File: config.mk
export PLATFORM = sky130hd
export DESIGN_NAME = midi_stream_splitter
export DESIGN_NICKNAME = d
export VERILOG_FILES = /design/src/sv/msp_pkg.sv /design/src/sv/msp_decode.sv /design/src/sv/msp_out_queue.sv /design/src/sv/midi_stream_splitter.sv
export SDC_FILE = /design/constraint.sdc
export NUM_CORES = 1
export LEC_CHECK = 0
export ABC_AREA = 1
export ABC_CLOCK_PERIOD_IN_PS = 5000
export BUFFER_PORTS_ARGS = -buffer_cell sky130_fd_sc_hd__buf_2
export CAP_MARGIN = 40
export CORE_MARGIN = 8
export CORE_UTILIZATION = 50
export DETAILED_ROUTE_END_ITERATION = 12
export MAX_ROUTING_LAYER = met4
export PLACE_DENSITY = 0.71
export SLEW_MARGIN = 15
export SYNTH_ARGS = -nofsm -noshare
export SYNTH_HDL_FRONTEND = slang
export SYNTH_SLANG_ARGS = --single-unit
File: constraint.sdc
create_clock -name clk -period 5 [get_ports clk]
set_input_delay 1.5 -clock clk [delete_from_list [all_inputs] [get_ports clk]]
set_output_delay 1.5 -clock clk [all_outputs]
set_load 0.02 [all_outputs]
File: src/sv/msp_pkg.sv
package msp_pkg;

    // Result kinds on the output channel
    typedef enum logic [1:0] {
        KIND_SHORT = 2'd0,
        KIND_SYSEX = 2'd1,
        KIND_ABORT = 2'd2
    } kind_t;

    // MIDI byte codes
    localparam logic [7:0] STATUS_MIN     = 8'h80;
    localparam logic [7:0] SYSEX_START    = 8'hf0;
    localparam logic [7:0] SYSEX_END      = 8'hf7;
    localparam logic [7:0] REALTIME_MIN   = 8'hf8;
    localparam logic [7:0] SYS_MIN        = 8'hf0;
    localparam logic [7:0] TIME_CODE      = 8'hf1;
    localparam logic [7:0] SONG_POSITION  = 8'hf2;
    localparam logic [7:0] SONG_SELECT    = 8'hf3;
    localparam logic [3:0] HI_PROG_CHANGE = 4'hc;
    localparam logic [3:0] HI_CHAN_PRESS  = 4'hd;
    localparam logic [3:0] HI_PITCH_BEND  = 4'he;
    localparam logic [3:0] HI_SYSTEM      = 4'hf;

    // Output queue depth
    localparam int QUEUE_DEPTH = 4;

    typedef struct packed {
        kind_t       kind;
        logic [23:0] message;
        logic [7:0]  sysex_byte;
        logic        chunk_last;
        logic        last;
    } result_t;

    // Up to two results from one decoded byte
    typedef struct packed {
        logic [1:0] count;
        result_t    res0;
        result_t    res1;
    } dec_out_t;

    // Number of data bytes a status byte takes: 0, 1 or 2
    function automatic logic [1:0] need_data(input logic [7:0] s);
        logic [1:0] n;
        n = 2'd0;
        case (s[7:4])
            HI_PROG_CHANGE, HI_CHAN_PRESS: n = 2'd1;
            HI_SYSTEM:
            begin
                if (s == TIME_CODE || s == SONG_SELECT)
                    n = 2'd1;
                else if (s == SONG_POSITION)
                    n = 2'd2;
                else
                    n = 2'd0;
            end
            default:
            begin
                if (s[7])
                    n = 2'd2;
                else
                    n = 2'd0;
            end
        endcase
        return n;
    endfunction

endpackage

File: src/sv/msp_decode.sv
module msp_decode (
    input  logic              clk,
    input  logic              rst_n,
    input  logic              fire,
    input  logic [7:0]        data_byte,
    input  logic              packet_end,
    output msp_pkg::dec_out_t dec
);

    logic [7:0] running_status_reg, running_status_next;
    logic       in_sysex_reg, in_sysex_next;
    logic [7:0] pending_status_reg, pending_status_next;
    logic       have_first_reg, have_first_next;
    logic [6:0] first_data_reg, first_data_next;

    // Decode one byte against the parser state
    always_comb
    begin
        logic             abort;
        logic             has_main;
        logic             handled;
        logic [1:0]       want;
        msp_pkg::result_t main_res;
        msp_pkg::result_t abort_res;

        running_status_next = running_status_reg;
        in_sysex_next       = in_sysex_reg;
        pending_status_next = pending_status_reg;
        have_first_next     = have_first_reg;
        first_data_next     = first_data_reg;
        abort               = 1'b0;
        has_main            = 1'b0;
        handled             = 1'b0;
        want                = 2'd0;
        main_res            = '0;
        abort_res           = '0;
        abort_res.kind      = msp_pkg::KIND_ABORT;

        if (data_byte >= msp_pkg::REALTIME_MIN)
        begin
            // pass real-time straight through
            has_main         = 1'b1;
            main_res.kind    = msp_pkg::KIND_SHORT;
            main_res.message = {16'd0, data_byte};
        end
        else
        begin
            if (in_sysex_reg)
            begin
                if (!data_byte[7])
                begin
                    has_main            = 1'b1;
                    handled             = 1'b1;
                    main_res.kind       = msp_pkg::KIND_SYSEX;
                    main_res.sysex_byte = data_byte;
                    main_res.chunk_last = packet_end;
                end
                else if (data_byte == msp_pkg::SYSEX_END)
                begin
                    has_main            = 1'b1;
                    handled             = 1'b1;
                    in_sysex_next       = 1'b0;
                    main_res.kind       = msp_pkg::KIND_SYSEX;
                    main_res.sysex_byte = data_byte;
                    main_res.chunk_last = 1'b1;
                end
                else
                begin
                    // another status byte aborts the sysex
                    abort         = 1'b1;
                    in_sysex_next = 1'b0;
                end
            end

            if (!handled)
            begin
                if (data_byte == msp_pkg::SYSEX_START)
                begin
                    in_sysex_next       = 1'b1;
                    running_status_next = '0;
                    pending_status_next = '0;
                    have_first_next     = 1'b0;
                    has_main            = 1'b1;
                    main_res.kind       = msp_pkg::KIND_SYSEX;
                    main_res.sysex_byte = data_byte;
                    main_res.chunk_last = packet_end;
                end
                else if (data_byte[7])
                begin
                    running_status_next = (data_byte < msp_pkg::SYS_MIN) ? data_byte : '0;
                    have_first_next     = 1'b0;
                    if (msp_pkg::need_data(data_byte) == 2'd0)
                    begin
                        pending_status_next = '0;
                        has_main            = 1'b1;
                        main_res.kind       = msp_pkg::KIND_SHORT;
                        main_res.message    = {16'd0, data_byte};
                    end
                    else
                    begin
                        pending_status_next = data_byte;
                    end
                end
                else
                begin
                    // resume running status when nothing is being gathered
                    if (pending_status_reg == '0 && running_status_reg != '0)
                    begin
                        pending_status_next = running_status_reg;
                        have_first_next     = 1'b0;
                    end
                    if (pending_status_next != '0)
                    begin
                        want = msp_pkg::need_data(pending_status_next);
                        if (want == 2'd2 && !have_first_next)
                        begin
                            first_data_next = data_byte[6:0];
                            have_first_next = 1'b1;
                        end
                        else
                        begin
                            has_main      = 1'b1;
                            main_res.kind = msp_pkg::KIND_SHORT;
                            if (want == 2'd2)
                                main_res.message = {data_byte, 1'b0, first_data_reg,
                                                    pending_status_next};
                            else
                                main_res.message = {8'd0, data_byte, pending_status_next};
                            pending_status_next = '0;
                            have_first_next     = 1'b0;
                        end
                    end
                    // stray data without status is dropped
                end
            end
        end

        // drop a partial message at packet end
        if (packet_end)
        begin
            pending_status_next = '0;
            have_first_next     = 1'b0;
        end

        // order the results, abort marker first
        dec = '0;
        if (abort)
        begin
            dec.res0 = abort_res;
            if (has_main)
            begin
                dec.res1      = main_res;
                dec.res1.last = 1'b1;
                dec.count     = 2'd2;
            end
            else
            begin
                dec.res0.last = 1'b1;
                dec.count     = 2'd1;
            end
        end
        else if (has_main)
        begin
            dec.res0      = main_res;
            dec.res0.last = 1'b1;
            dec.count     = 2'd1;
        end
    end

    // Advance parser state on each decoded byte
    always_ff @(posedge clk or negedge rst_n)
    begin
        if (!rst_n)
        begin
            running_status_reg <= '0;
            in_sysex_reg       <= 1'b0;
            pending_status_reg <= '0;
            have_first_reg     <= 1'b0;
            first_data_reg     <= '0;
        end
        else if (fire)
        begin
            running_status_reg <= running_status_next;
            in_sysex_reg       <= in_sysex_next;
            pending_status_reg <= pending_status_next;
            have_first_reg     <= have_first_next;
            first_data_reg     <= first_data_next;
        end
    end

    // Running status only ever holds a channel status byte
    assert property (@(posedge clk) disable iff (!rst_n)
        running_status_reg == '0 ||
        (running_status_reg[7] && running_status_reg < msp_pkg::SYS_MIN))
    else $error("running status outside channel range");

    // Two results only come from an aborted sysex
    assert property (@(posedge clk) disable iff (!rst_n)
        dec.count == 2'd2 |-> in_sysex_reg && dec.res0.kind == msp_pkg::KIND_ABORT)
    else $error("double result without sysex abort");

    // A first data byte is only held while a message is pending
    assert property (@(posedge clk) disable iff (!rst_n)
        have_first_reg |-> pending_status_reg != '0)
    else $error("first data held with no pending status");

endmodule

File: src/sv/msp_out_queue.sv
module msp_out_queue (
    input  logic              clk,
    input  logic              rst_n,
    input  logic              push,
    input  msp_pkg::dec_out_t dec,
    output logic              room,
    output logic              head_valid,
    input  logic              pop,
    output msp_pkg::result_t  head
);

    localparam int PtrW = $clog2(msp_pkg::QUEUE_DEPTH);
    localparam int CntW = $clog2(msp_pkg::QUEUE_DEPTH + 1);

    msp_pkg::result_t entry_reg [msp_pkg::QUEUE_DEPTH];
    logic [PtrW-1:0]  wr_ptr_reg, wr_ptr_next;
    logic [PtrW-1:0]  rd_ptr_reg, rd_ptr_next;
    logic [CntW-1:0]  count_reg, count_next;
    logic [CntW-1:0]  push_n;
    logic [CntW-1:0]  pop_n;
    logic             do_pop;

    // Room for the largest burst one byte can give
    assign room       = count_reg <= CntW'(msp_pkg::QUEUE_DEPTH - 2);
    assign head_valid = count_reg != '0;
    assign head       = entry_reg[rd_ptr_reg];
    assign do_pop     = pop && head_valid;

    assign push_n = push ? CntW'(dec.count) : '0;
    assign pop_n  = do_pop ? CntW'(1) : '0;

    // Advance pointers and fill count
    always_comb
    begin
        wr_ptr_next = wr_ptr_reg + PtrW'(push_n);
        rd_ptr_next = rd_ptr_reg + PtrW'(pop_n);
        count_next  = count_reg + push_n - pop_n;
    end

    always_ff @(posedge clk or negedge rst_n)
    begin
        if (!rst_n)
        begin
            wr_ptr_reg <= '0;
            rd_ptr_reg <= '0;
            count_reg  <= '0;
        end
        else
        begin
            wr_ptr_reg <= wr_ptr_next;
            rd_ptr_reg <= rd_ptr_next;
            count_reg  <= count_next;
        end
    end

    // Write up to two results per beat
    always_ff @(posedge clk)
    begin
        if (push && dec.count != 2'd0)
            entry_reg[wr_ptr_reg] <= dec.res0;
        if (push && dec.count == 2'd2)
            entry_reg[wr_ptr_reg + PtrW'(1)] <= dec.res1;
    end

    // Fill count never exceeds the depth
    assert property (@(posedge clk) disable iff (!rst_n)
        count_reg <= CntW'(msp_pkg::QUEUE_DEPTH))
    else $error("output queue overflow");

    // Pushes only when the burst fits
    assert property (@(posedge clk) disable iff (!rst_n)
        push |-> room)
    else $error("push without room");

    // Count tracks pointer difference
    assert property (@(posedge clk) disable iff (!rst_n)
        count_reg != CntW'(msp_pkg::QUEUE_DEPTH) |->
        PtrW'(wr_ptr_reg - rd_ptr_reg) == PtrW'(count_reg))
    else $error("queue pointers out of step with count");

endmodule

File: src/sv/midi_stream_splitter.sv
// MIDI byte stream splitter. Each raw byte beat, flagged with packet_end, goes
// into an input register and is decoded combinationally against running-status
// and sysex state; its results (none, one, or two when a status byte aborts a
// sysex) drop into a four-entry output queue. The block takes one byte per cycle
// unless stalled, and each result passes through the input register and then an
// output queue entry before it appears at the output. The input is stalled only
// while the output queue holds more than two results, so a byte per cycle is
// sustained as long as the output side takes one result per cycle and aborted sysex markers are sparse.
module midi_stream_splitter (
    input  logic        clk,
    input  logic        rst_n,
    input  logic        in_valid,
    output logic        in_stall,
    input  logic [7:0]  data_byte,
    input  logic        packet_end,
    output logic        out_valid,
    input  logic        out_stall,
    output logic [1:0]  kind,
    output logic [23:0] message,
    output logic [7:0]  sysex_byte,
    output logic        chunk_last,
    output logic        last
);

    logic              byte_valid_reg;
    logic [7:0]        byte_reg;
    logic              packet_end_reg;
    logic              room;
    logic              fire;
    msp_pkg::dec_out_t dec;
    msp_pkg::result_t  head;

    // Decode the held beat when the queue can take its results
    assign fire     = byte_valid_reg && room;
    assign in_stall = byte_valid_reg && !room;

    // Hold the input beat
    always_ff @(posedge clk or negedge rst_n)
    begin
        if (!rst_n)
            byte_valid_reg <= 1'b0;
        else if (!in_stall)
            byte_valid_reg <= in_valid;
    end

    always_ff @(posedge clk)
    begin
        if (!in_stall && in_valid)
        begin
            byte_reg       <= data_byte;
            packet_end_reg <= packet_end;
        end
    end

    msp_decode u_decode (
        .clk        (clk),
        .rst_n      (rst_n),
        .fire       (fire),
        .data_byte  (byte_reg),
        .packet_end (packet_end_reg),
        .dec        (dec)
    );

    msp_out_queue u_queue (
        .clk        (clk),
        .rst_n      (rst_n),
        .push       (fire),
        .dec        (dec),
        .room       (room),
        .head_valid (out_valid),
        .pop        (!out_stall),
        .head       (head)
    );

    // Drive the result fields from the queue head
    assign kind       = head.kind;
    assign message    = head.message;
    assign sysex_byte = head.sysex_byte;
    assign chunk_last = head.chunk_last;
    assign last       = head.last;

endmodule
==> metrics.txt <==
fin nets=951; grt ovf=0; Antenna Violating Nets Remaining=0; CTS Hold Buffers Added=0; CP arrival=4.52 ns; Num CTS Buffers=17; hpwl dp=14.44 mm; Max Fanout on Critical Path=25; height of the die=147 µm; root buf cell=clkbuf_16; DIE AREA=0.02161 mm²; crit path time final=4.389 ns; Total Routing Usage GR=20.32%; Most used DFF post-synth=edfxtp_1; Synth Instances=891; flops & latches, synth=178; CTS tree=done; count leader, synth=nor2_1; Tcrit/Tclk final=87.79%; Setup Skew=0.007271 ns; Starting DRT DRC Count=617; post-CTS setup buffers=0; switching power share of the total=43.54%; Synth Area in XOR/XNOR=0.4083%; Sink Count=178; fillers=1519; RSZ-0062 raised after global routing=false; PwrDens=614.4 mW/mm²; Relative slew margins=50.99%; row cnt=48; worst skew pair latency=0.43 ns; routability cong.=0.9776; synthesized cell area=0.008581 mm²; Sum Neg Setup Slack=0 ns; Clock power frac=20.6%; DRC viols=0; Clock Pin Slew Worst Setup and Hold Paths=0.06 ns; Synth cell types=38; core area=0.01706 mm²; P_int=3.314 mW; Non-Filler Instances=1165; post-synthesis sequential area ratio=59.90%; Commonest cells post-synth=nor2_1, edfxtp_1, nand2_1, o21ai_0, inv_1; largest family of logic cells by synthesized area=simple AND/OR/NAND/NOR gates; NetSw=2.556 mW; final cell area excluding filler cells=0.009555 mm²; vias post-DR=6424; Max Cap Viol=0; Initial DRT Pass Iterations=5; area fraction in compound gates after synthesis=11.18%; Async SR Flop Fraction=18.54%; P&R area growth vs syn=11.36%; crit path capture type=register; worst min-delay path class=register to register; slowest stage delay, CP=0.46 ns; Flop pwr share=34.3%; Slew @ Worst Pin=0.7352 ns; Antenna diodes=0; Buf/Inv on CP=5; vias per cell=5.514; number of global-route vias before repair=6232; antenna violations before repair=0; Port Buffers=48; mux contribution to synthesized area=0%; post-synth top area share=49.34%; outcome=completed; syn_area_per_cell=9.630 µm²; combinational power share=45.0%; Worst Path Required=5.13 ns; drt wl/cell=18.14 µm; first-pass GRT wire length=33.49 mm; Yosys top cell by area=edfxtp_1; Starting Density=50.31%; Top delay family on crit path=simple AND/OR/NAND/NOR gates; Detailed Route WL=21.14 mm; Cell Chain, Critical Path=nor2_1, nand2_2, nor2_8, nand3_2, nand2_2, nand2_2, a21oi_2, nand2_4, nand3_4, nand2_1, inv_2, nand2_1, nand3_1, inv_1, ha_1, nor2_1, inv_1, nor3_1, inv_1, nand2_1, buf_12; # setup viols final=0; Post-Synth Adder-Cell Area=1.254%; proportion of layout cells with a drive suffix above 1=15.21%; Slowest-stage cell, CP=nand2_1; utilization after layout=56.02%; Synth Area in Simple Gates=21.03%; Resized cells post-CTS=0; Longest Clk Path Bufs=2; Cells after DPL=1136; Synth area leaders=edfxtp_1, dfrtp_1, nor2_1; Largest register FFs=136; Final Hold Vio Count=0; largest net degree at the start of global routing=70; Worst VDD drop=0.3050 mV; fmax=227.8 MHz; kind of critical path=register to register; Placement Cell Area=0.009035 mm²; Synthesis Warnings=0; I/O pins=51; Slew Viols, Final=0; H-tree levels=4; Startpoint Class=register; DIE WIDTH=147 µm; Post-synth EDFFs=141; Pleak=3.771 nW
==> worst paths after layout <==
path,startpoint,end,slack (ns),cells after the start
max in group asynchronous,rst_n,u_queue.rd_ptr_reg[0],3.35,1
min reg2reg,u_queue.count_reg[2],u_queue.count_reg[2],0.48,1
max,u_decode.pending_status_reg[3],u_queue.entry_reg[3][1],0.61,21
min,u_queue.count_reg[2],u_queue.count_reg[2],0.48,1
min in group asynchronous,rst_n,u_decode.running_status_reg[7],1.13,1
max reg2reg,u_decode.pending_status_reg[3],u_queue.entry_reg[3][1],0.61,21
==> cell usage in the layout (no fill, tap or decap), types with 12 or more instances in the layout <==
| cell | count |
|---|---|
| buf_2 | 48 |
| clkbuf_16 | 17 |
| dfrtp_1 | 32 |
| edfxtp_1 | 141 |
| inv_1 | 74 |
| nand2_1 | 108 |
| nand2_2 | 14 |
| nand3_1 | 30 |
| nand4_1 | 12 |
| nor2_1 | 216 |
| o21ai_0 | 91 |
| o21ai_2 | 14 |
| o22ai_1 | 47 |
==> metrics by stage <==
step                power [mW]  hold WS, ns  setup slack [ns]
floorplan                3.911       0.4416             1.143
global placement         4.608       0.4544            0.8570
detailed placement       4.684       0.4612            0.6939
CTS                      5.880       0.4700            0.6897
global route             6.205       0.4858            0.2060
finish                   5.870       0.4752            0.6107
==> metal layers <==
layer / part of all wire (%) / vias up / track usage, %
met5: 0 / - / -
met3: 6.9 / 32 / 3.599
met2: 48 / 254 / 32.10
met4: 2.3 / 0 / 7.241
li1: - / 3080 / -
met1: 43 / 3058 / 26.04
==> power groups by stage <==
| stage | clock network, mW | registers, mW | logic (mW) |
|---|---|---|---|
| detailed placement | 0 | 2.04 | 2.64 |
| floorplan | 0 | 2.00 | 1.91 |
| global route | 1.27 | 2.04 | 2.89 |
| CTS | 1.22 | 2.01 | 2.65 |
| global placement | 0 | 2.04 | 2.57 |
| finish | 1.21 | 2.02 | 2.64 |
==> kinds of logic after synthesis <==
family                   after synthesis
XOR/XNOR                               4
flip-flops                           178
other                                  1
buffers and inverters                126
AND/OR/NAND/NOR                      407
AO/OA/AOI/OAI                        167
adder cells (fa/ha/maj)                8
==> area by class of cell <==
type / instances / area, µm² / area share, %
flip-flops and latches: 178 / 5141 / 53.80
multi-input cells: 588 / 2914 / 30.50
clock buffers: 19 / 432.9 / 4.531
well taps: 225 / 281.5 / 2.946
clock inverters: 10 / 87.58 / 0.9166
repair buffers: 59 / 375.4 / 3.928
inverters: 86 / 322.8 / 3.378
Note: power is estimated with default switching activity, not from simulation.
